$ cat src/hw/rtl/bcpe_pkg.sv
package bcpe_pkg;

   localparam int DEF_MAX_POINTS  = 8;
   localparam int DEF_COORD_BITS  = 16;
   localparam int DEF_T_FRAC_BITS = 16;

   localparam int DIGIT_BITS    = 16;
   localparam int BINOM_BITS    = 16;
   localparam int CSR_IDX_BITS  = 2;
   localparam int CSR_DATA_BITS = 17;
   localparam int COUNT_BITS    = 4;
   localparam int STEP_BITS     = 17;
   localparam int SAMPLE_BITS   = 16;
   localparam int PIDX_BITS     = 3;

   localparam logic [CSR_IDX_BITS-1:0] CSR_POINT_COUNT = 2'd0;
   localparam logic [CSR_IDX_BITS-1:0] CSR_STEP_SIZE   = 2'd1;

   localparam logic [COUNT_BITS-1:0] POINT_COUNT_RESET = 4'd4;
   localparam logic [STEP_BITS-1:0]  STEP_SIZE_RESET   = 17'd66;

   localparam logic MODE_WRITE = 1'b0;
   localparam logic MODE_EVAL  = 1'b1;

   typedef enum logic [2:0] {
      ST_IDLE,
      ST_LOAD,
      ST_RUN,
      ST_ROUND,
      ST_EMIT
   } bcpe_state_type;

   typedef struct packed {
      logic start;
      logic pass_start;
      logic digit;
      logic round;
   } lane_ctrl_type;

   // Binomial coefficient by Pascal's triangle, for constant arguments only.
   function automatic int binomial(input int n, input int k);
      int row [0:31];
      int r;
      int c;
      for (c = 0; c < 32; c++) begin
         row[c] = 0;
      end
      row[0] = 1;
      for (r = 1; r <= n; r++) begin
         for (c = 31; c > 0; c--) begin
            row[c] = row[c] + row[c-1];
         end
      end
      return row[k];
   endfunction

endpackage

$ cat src/hw/rtl/bcpe_lane.sv
module bcpe_lane #(
   parameter int COORD_BITS  = bcpe_pkg::DEF_COORD_BITS,
   parameter int T_FRAC_BITS = bcpe_pkg::DEF_T_FRAC_BITS,
   parameter int ACC_BITS    = 128,
   parameter int WP_BITS     = 33,
   parameter int SH_BITS     = 8
) (
   input  logic                          clock,
   input  bcpe_pkg::lane_ctrl_type       ctrl,
   input  logic [T_FRAC_BITS:0]          a_factor,
   input  logic [bcpe_pkg::DIGIT_BITS-1:0] b_digit,
   input  logic signed [WP_BITS-1:0]     weighted_point,
   input  logic [SH_BITS-1:0]            shift_amount,
   output logic signed [COORD_BITS-1:0]  coord
);
   import bcpe_pkg::*;

   localparam int SUM_BITS = WP_BITS + DIGIT_BITS + T_FRAC_BITS + 3;

   logic [ACC_BITS-1:0]        horner_ff;
   logic [ACC_BITS-1:0]        rounded_ff;
   logic signed [SUM_BITS-1:0] carry_ff;
   logic signed [SUM_BITS-1:0] prod_a;
   logic signed [SUM_BITS-1:0] prod_w;
   logic signed [SUM_BITS-1:0] digit_sum;

   // One digit of h*a + wp*b^i per cycle while ctrl.digit is high, modulo 2^ACC_BITS.
   always_comb begin
      prod_a    = signed'(SUM_BITS'(horner_ff[DIGIT_BITS-1:0]) * SUM_BITS'(a_factor));
      prod_w    = SUM_BITS'(weighted_point) * signed'(SUM_BITS'(b_digit));
      digit_sum = prod_a + prod_w + carry_ff;
   end

   always_ff @(posedge clock) begin
      if (ctrl.start) begin
         horner_ff <= '0;
      end else if (ctrl.digit) begin
         horner_ff <= {digit_sum[DIGIT_BITS-1:0], horner_ff[ACC_BITS-1:DIGIT_BITS]};
      end
      if (ctrl.pass_start) begin
         carry_ff <= '0;
      end else if (ctrl.digit) begin
         carry_ff <= digit_sum >>> DIGIT_BITS;
      end
      if (ctrl.round) begin
         rounded_ff <= horner_ff + (ACC_BITS'(1) << (shift_amount - SH_BITS'(1)));
      end
   end

   assign coord = COORD_BITS'(rounded_ff >> shift_amount);

endmodule

$ cat config.mk
export PLATFORM = sky130hd
export DESIGN_NAME = bcpe_lane
export DESIGN_NICKNAME = d
export VERILOG_FILES = /design/src/hw/rtl/bcpe_pkg.sv /design/src/hw/rtl/bcpe_lane.sv
export SDC_FILE = /design/constraint.sdc
export NUM_CORES = 2
export LEC_CHECK = 0
export ABC_AREA = 1
export BUFFER_PORTS_ARGS = -buffer_cell sky130_fd_sc_hd__buf_2
export CAP_MARGIN = 20
export CORE_AREA = 4 4 379 381
export DETAILED_ROUTE_END_ITERATION = 10
export DIE_AREA = 0 0 383 385
export GPL_ROUTABILITY_DRIVEN = 0
export PLACE_DENSITY = 0.69
export SYNTH_ARGS = -nofsm -noshare
export SYNTH_HDL_FRONTEND = slang
export SYNTH_SLANG_ARGS = --single-unit
$ cat constraint.sdc
create_clock -name clock -period 12.8 [get_ports clock]
set_clock_uncertainty 0.1 [all_clocks]
set_input_delay 1.28 -clock clock [delete_from_list [all_inputs] [get_ports clock]]
set_output_delay 1.28 -clock clock [all_outputs]
set_load 0.05 [all_outputs]
* After elaboration in Yosys (flattened, before gate mapping)
Index checks and enable logic that the tools add are counted.
** Storage, ports and cells
- Register bits after elaboration :: 292
- Input port bits :: 79
- Output and inout bits :: 16
** Operators by class
- Add/sub/neg operators :: 4
- Multiply operators :: 2
- Shift-type cells :: 2
** Operator list (number)
- $add A128 B128 Y128 :: 1
- $shl A1 B8 Y128 const A :: 1
- $shr A128 B8 Y16 :: 1
- $add A51 B36 Y52 :: 1
- $add A34 B50 Y51 :: 1
- $mul A33 B17 Y50 :: 1
- $mul A16 B17 Y33 :: 1
- $sub A8 B1 Y8 const B :: 1

* Longest topological paths before layout
- Depth in word-level cells :: 3
- Mapped depth :: 47
- Depth with buffers taken out :: 45

* Worst setup path before layout
OpenSTA, ideal clock, no wires.
- Path type :: in2reg
- Start point :: in a_factor[7]
- End point :: reg carry_ff[12]
- Data arrival time :: 9.547 ns
- Required time :: 12.644 ns
- Path slack :: 3.097 ns
- Stages :: 40
- Path buffers :: 2
- Path through :: clkbuf_1 > clkbuf_1 > nand2_1 > fa_1 > inv_1 > fa_1 > inv_1 > fa_1 > inv_1 > fa_1 > fa_1 > inv_1 > fa_1 > inv_1 > ha_1 > a21o_1 > a31oi_1 > nand2_1 > [4 not listed] > fa_1 > inv_1 > fa_1 > fa_1 > fa_1 > inv_1 > ha_1 > nand2_1 > nor2_1 > inv_1 > nor2_1 > inv_1 > nor2_1 > nand2_1 > a31o_2 > nand3_1 > nand2_1 > inv_1
** On the way
- Longest elaborated chain between the ends :: 3
** RTL lines
- start: declaration :: RTL line bcpe_lane.sv:10 : input logic [T_FRAC_BITS:0] a_factor,
- $mul A16 B17 Y33 :: RTL line bcpe_lane.sv:29 : prod_a = signed'(SUM_BITS'(horner_ff[DIGIT_BITS-1:0]) * SUM_BITS'(a_factor));
- $add A34 B50 Y51 :: RTL line bcpe_lane.sv:31 : digit_sum = prod_a + prod_w + carry_ff;
- $add A51 B36 Y52 :: RTL line bcpe_lane.sv:31
- end signal: assignment :: RTL line bcpe_lane.sv:43 : carry_ff <= digit_sum >>> DIGIT_BITS;
- end: declaration :: RTL line bcpe_lane.sv:22 : logic signed [SUM_BITS-1:0] carry_ff;
Every way passes these cells.
A chain may end at the register's enable or synchronous reset.

* Final worst setup path
- Start point :: reg horner_ff[10]
- End point :: reg carry_ff[24]
** On the way
- Longest elaborated chain between the ends :: 3
** RTL lines
- start: declaration :: RTL line bcpe_lane.sv:20 : logic [ACC_BITS-1:0] horner_ff;
- start signal: assignment :: RTL line bcpe_lane.sv:38 : horner_ff <= {digit_sum[DIGIT_BITS-1:0], horner_ff[ACC_BITS-1:DIGIT_BITS]};
- $mul A16 B17 Y33 :: RTL line bcpe_lane.sv:29
- $add A34 B50 Y51 :: RTL line bcpe_lane.sv:31
- $add A51 B36 Y52 :: RTL line bcpe_lane.sv:31
Every way passes these cells.

==> impl_metrics.xml <==
<?xml version="1.0" encoding="UTF-8"?>
<metrics>
  <group name="run_status">
    <metric name="outcome" unit="">complete, no violations</metric>
  </group>
  <group name="floorplan">
    <metric name="floorplan.die.height" unit="µm">385</metric>
    <metric name="starting_density" unit="">0.447</metric>
    <metric name="total_die_area" unit="mm²">0.147</metric>
    <metric name="core_box_area" unit="mm²">0.141</metric>
    <metric name="chipWidth" unit="µm">383</metric>
    <metric name="ios" unit="">95</metric>
    <metric name="core.rowCount" unit="">138</metric>
  </group>
  <group name="critical_path">
    <metric name="rrSetupSlack" unit="ns">2.37</metric>
    <metric name="setup.worst_path.end_class" unit="">register</metric>
    <metric name="critPathSlowestCell" unit="">sky130_fd_sc_hd__dfxtp_1</metric>
    <metric name="worstSetupStartpointType" unit="">register</metric>
    <metric name="max_stage_delay" unit="ns">1.01</metric>
    <metric name="worstRegToRegCells" unit="">36</metric>
    <metric name="worst-endpoint-required" unit="ns">13.17</metric>
    <metric name="capture_instance_of_the_worst_register_to_register_path" unit="">carry_ff[24]$_SDFFE_PP0P_</metric>
    <metric name="critPathMostFrequentCell" unit="">sky130_fd_sc_hd__fa_1</metric>
    <metric name="worst-endpoint-arrival" unit="ns">10.79</metric>
    <metric name="path_max_fanout" unit="">19</metric>
    <metric name="crit_type" unit="">reg2reg</metric>
    <metric name="crit-reg2reg-launch" unit="">horner_ff[10]$_SDFFE_PP0P_</metric>
  </group>
  <group name="drt">
    <metric name="detailroute.via_count" unit="">62000</metric>
    <metric name="post-route-drc-count" unit="">0</metric>
    <metric name="totalWireLength" unit="µm">215000</metric>
    <metric name="initial_drc_count" unit="">6704</metric>
    <metric name="drtAntennaViolNets" unit="">0</metric>
    <metric name="first_pass_iters" unit="">10</metric>
    <metric name="wl_per_cell" unit="µm">18.2</metric>
    <metric name="drt-vias-per-instance" unit="">5.25</metric>
  </group>
  <group name="timing">
    <metric name="worst_slew_margin_relative_to_its_limit" unit="">0.184</metric>
    <metric name="finalWorstPathRequiredPeriod" unit="ns">10.43</metric>
    <metric name="number_of_endpoints_with_negative_hold_slack_in_the_final_report" unit="">0</metric>
    <metric name="grt_setup_unrepaired" unit="">no</metric>
    <metric name="worst_margin_pin_slew" unit="ns">1.21</metric>
    <metric name="setup-tns-final" unit="ns">0</metric>
    <metric name="finalSetupViolCount" unit="">0</metric>
    <metric name="max_freq" unit="MHz">95.9</metric>
    <metric name="timing_max_transition_violations_final" unit="">0</metric>
    <metric name="timing.final.crit_share" unit="">0.815</metric>
  </group>
  <group name="placed_design">
    <metric name="place_hpwl" unit="µm">178000</metric>
    <metric name="place.port_buffers" unit="">94</metric>
  </group>
  <group name="global_route">
    <metric name="grt_start_max_net_pins" unit="">96</metric>
    <metric name="antenna_found_initial" unit="">9</metric>
    <metric name="grt_pass1_vias" unit="">59900</metric>
    <metric name="grt_remaining_overflow" unit="">0</metric>
    <metric name="grt_pass1_wl" unit="µm">333000</metric>
    <metric name="grt_total_usage" unit="">0.290</metric>
  </group>
  <group name="clocking">
    <metric name="cts_buffers" unit="">35</metric>
    <metric name="cts.repair_timing.setup_buffer_count" unit="">0</metric>
    <metric name="cts_root_buf" unit="">sky130_fd_sc_hd__clkbuf_16</metric>
    <metric name="clk_pin_slew" unit="ns">0.06</metric>
    <metric name="cts_sinks" unit="">292</metric>
    <metric name="cts_max_path_buffers" unit="">3</metric>
    <metric name="tritoncts" unit="">done</metric>
    <metric name="insertion_delay" unit="ns">0.57</metric>
    <metric name="clock_tree.htree_level_count" unit="">2</metric>
    <metric name="cts-hold-fix-buffers" unit="">0</metric>
    <metric name="cts.repair.resized" unit="">0</metric>
  </group>
  <group name="yosys">
    <metric name="avgSynthCellArea" unit="µm²">6.20</metric>
    <metric name="ys_types" unit="">41</metric>
    <metric name="syn-num-nets" unit="">11400</metric>
    <metric name="seq_total_area_yosys" unit="">0.113</metric>
    <metric name="yosysWarningCount" unit="">0</metric>
    <metric name="ys_ff_latch" unit="">292</metric>
    <metric name="netlist_instances" unit="">10100</metric>
    <metric name="netlist_area" unit="mm²">0.0628</metric>
  </group>
  <group name="final_layout">
    <metric name="layout.filler_cells" unit="">14700</metric>
    <metric name="fraction_of_final_layout_cells_with_drive_strength_greater_than_1" unit="">0.0209</metric>
    <metric name="multiInputGateArea" unit="mm²">0.0448</metric>
    <metric name="layout.cells.most_common" unit="">sky130_fd_sc_hd__nand2_1</metric>
    <metric name="final_stage_net_count" unit="">11100</metric>
    <metric name="final_cell_mix" unit="">sky130_fd_sc_hd__nand2_1 (3,687), sky130_fd_sc_hd__inv_1 (2,430), sky130_fd_sc_hd__fa_1 (785), sky130_fd_sc_hd__nor2_1 (705), sky130_fd_sc_hd__nand3_1 (652)</metric>
    <metric name="layout-area-overhead-vs-synth" unit="%">3.95</metric>
    <metric name="storage_cell_area" unit="mm²">0.00713</metric>
  </group>
  <group name="hold_path">
    <metric name="hold-path-endpoint" unit="">horner_ff[106]$_SDFFE_PP0P_</metric>
    <metric name="hp-start" unit="">horner_ff[106]$_SDFFE_PP0P_</metric>
    <metric name="hold_wc_path_type" unit="">reg2reg</metric>
    <metric name="hold_path_depth" unit="">2</metric>
  </group>
  <group name="run">
    <metric name="drv.max_cap_violation_count" unit="">0</metric>
  </group>
</metrics>
## logic make-up (layout without fill, tap and decap cells)
family,Yosys count,after routing,share of synthesized area
xor+xnor,115,115,0.0162
other cells,0,3,0
buf+inv,2836,2621,0.173
simple gates,5216,5216,0.331
flops,292,292,0.113
compound gates,519,519,0.0431
fa+ha+maj,1150,1150,0.323
## synthesized netlist by cell type
cell	count	area [µm²]
sky130_fd_sc_hd__edfxtp_1	128	3840
sky130_fd_sc_hd__nor4_1	14	87.6
sky130_fd_sc_hd__nand3b_1	18	135
sky130_fd_sc_hd__buf_2	56	280
sky130_fd_sc_hd__o211ai_1	4	30.0
sky130_fd_sc_hd__ha_1	365	4570
sky130_fd_sc_hd__inv_4	2	12.5
sky130_fd_sc_hd__xor2_1	100	876
sky130_fd_sc_hd__a211oi_1	3	22.5
sky130_fd_sc_hd__a21boi_0	3	22.5
sky130_fd_sc_hd__inv_1	2431	9130
sky130_fd_sc_hd__or2_2	2	12.5
sky130_fd_sc_hd__a21o_1	5	37.5
sky130_fd_sc_hd__a31oi_1	9	56.3
sky130_fd_sc_hd__dfxtp_1	164	3280
sky130_fd_sc_hd__nor2_4	5	56.3
sky130_fd_sc_hd__a21oi_1	351	1760
sky130_fd_sc_hd__nor2_1	707	2650
sky130_fd_sc_hd__o21ai_0	111	556
sky130_fd_sc_hd__nor2_2	5	31.3
sky130_fd_sc_hd__o21bai_1	12	90.1
sky130_fd_sc_hd__nand2_2	3	18.8
sky130_fd_sc_hd__clkbuf_1	280	1050
sky130_fd_sc_hd__o21a_1	5	37.5
sky130_fd_sc_hd__buf_6	11	124
sky130_fd_sc_hd__fa_1	785	15700
sky130_fd_sc_hd__clkinv_1	1	3.75
sky130_fd_sc_hd__nand4_1	53	332
sky130_fd_sc_hd__xor2_2	1	16.3
sky130_fd_sc_hd__buf_1	27	101
sky130_fd_sc_hd__nor3_1	60	300
sky130_fd_sc_hd__inv_2	9	33.8
sky130_fd_sc_hd__xnor2_1	14	123
sky130_fd_sc_hd__o21ai_1	12	60.1
sky130_fd_sc_hd__a31o_2	2	17.5
sky130_fd_sc_hd__buf_4	19	143
sky130_fd_sc_hd__nand3_1	652	3260
sky130_fd_sc_hd__nand2_1	3687	13800
sky130_fd_sc_hd__nor3_2	3	30.0
sky130_fd_sc_hd__and2_1	7	43.8
sky130_fd_sc_hd__o211a_1	2	20.0
## state kept, by name, summed over array words and instances, names as in the netlist
register    flops
horner_ff     128
rounded_ff    128
carry_ff       36
## worst max path at each step
stage | endpoint | startpoint | slack (ns)
finish | carry_ff[24]$_SDFFE_PP0P_ | horner_ff[10]$_SDFFE_PP0P_ | 2.37
global route | carry_ff[23]$_SDFFE_PP0P_ | horner_ff[1]$_SDFFE_PP0P_ | 1.96
CTS | carry_ff[24]$_SDFFE_PP0P_ | horner_ff[10]$_SDFFE_PP0P_ | 2.49
detailed placement | carry_ff[24]$_SDFFE_PP0P_ | a_factor[11] | 1.97
global placement | carry_ff[24]$_SDFFE_PP0P_ | a_factor[15] | 2.09
floorplan | carry_ff[12]$_SDFFE_PP0P_ | a_factor[7] | 3.10
## area by class of cell
type                    count  area share
clock inverters            19     0.00238
well taps                1890      0.0362
inverters                2443       0.141
repair buffers            116      0.0100
multi-input cells        7000       0.687
clock buffers              43      0.0150
diodes                      3    0.000115
flip-flops and latches    292       0.109
## metrics by stage
stage	std cells	cell area [µm²]	util	hold slack, ns	worst slack (ns)
3_3_place_gp	11700	64100	0.456	0.373	2.09
2_1_floorplan	10100	62800	-	0.358	3.10
3_5_place_dp	11700	64100	0.456	0.377	1.97
5_1_grt	11800	65300	0.464	0.406	1.96
4_1_cts	11800	65300	0.464	0.389	2.49
6_report	11800	65300	0.465	0.388	2.37
## worst max-delay path, delay by kind of cell, from the launching register on
kind,cells,cell delay [ns]
fa+ha+maj,12,5.78
buf+inv,8,0.48
xor+xnor,1,0.53
simple gates,15,2.48
flops,1,1.01
## per-layer routing
metal | track usage | up-vias | wire [µm]
met2 | 0.472 | 3022 | 96600
met1 | 0.351 | 29100 | 81600
li1 | - | 29200 | -
met3 | 0.0492 | 742 | 18600
met5 | 0 | - | 85
met4 | 0.200 | 12 | 18400
Power is left out: the tool's default activity adds up to more than one toggle a clock period on the data nets, which glitch-free logic cannot reach.
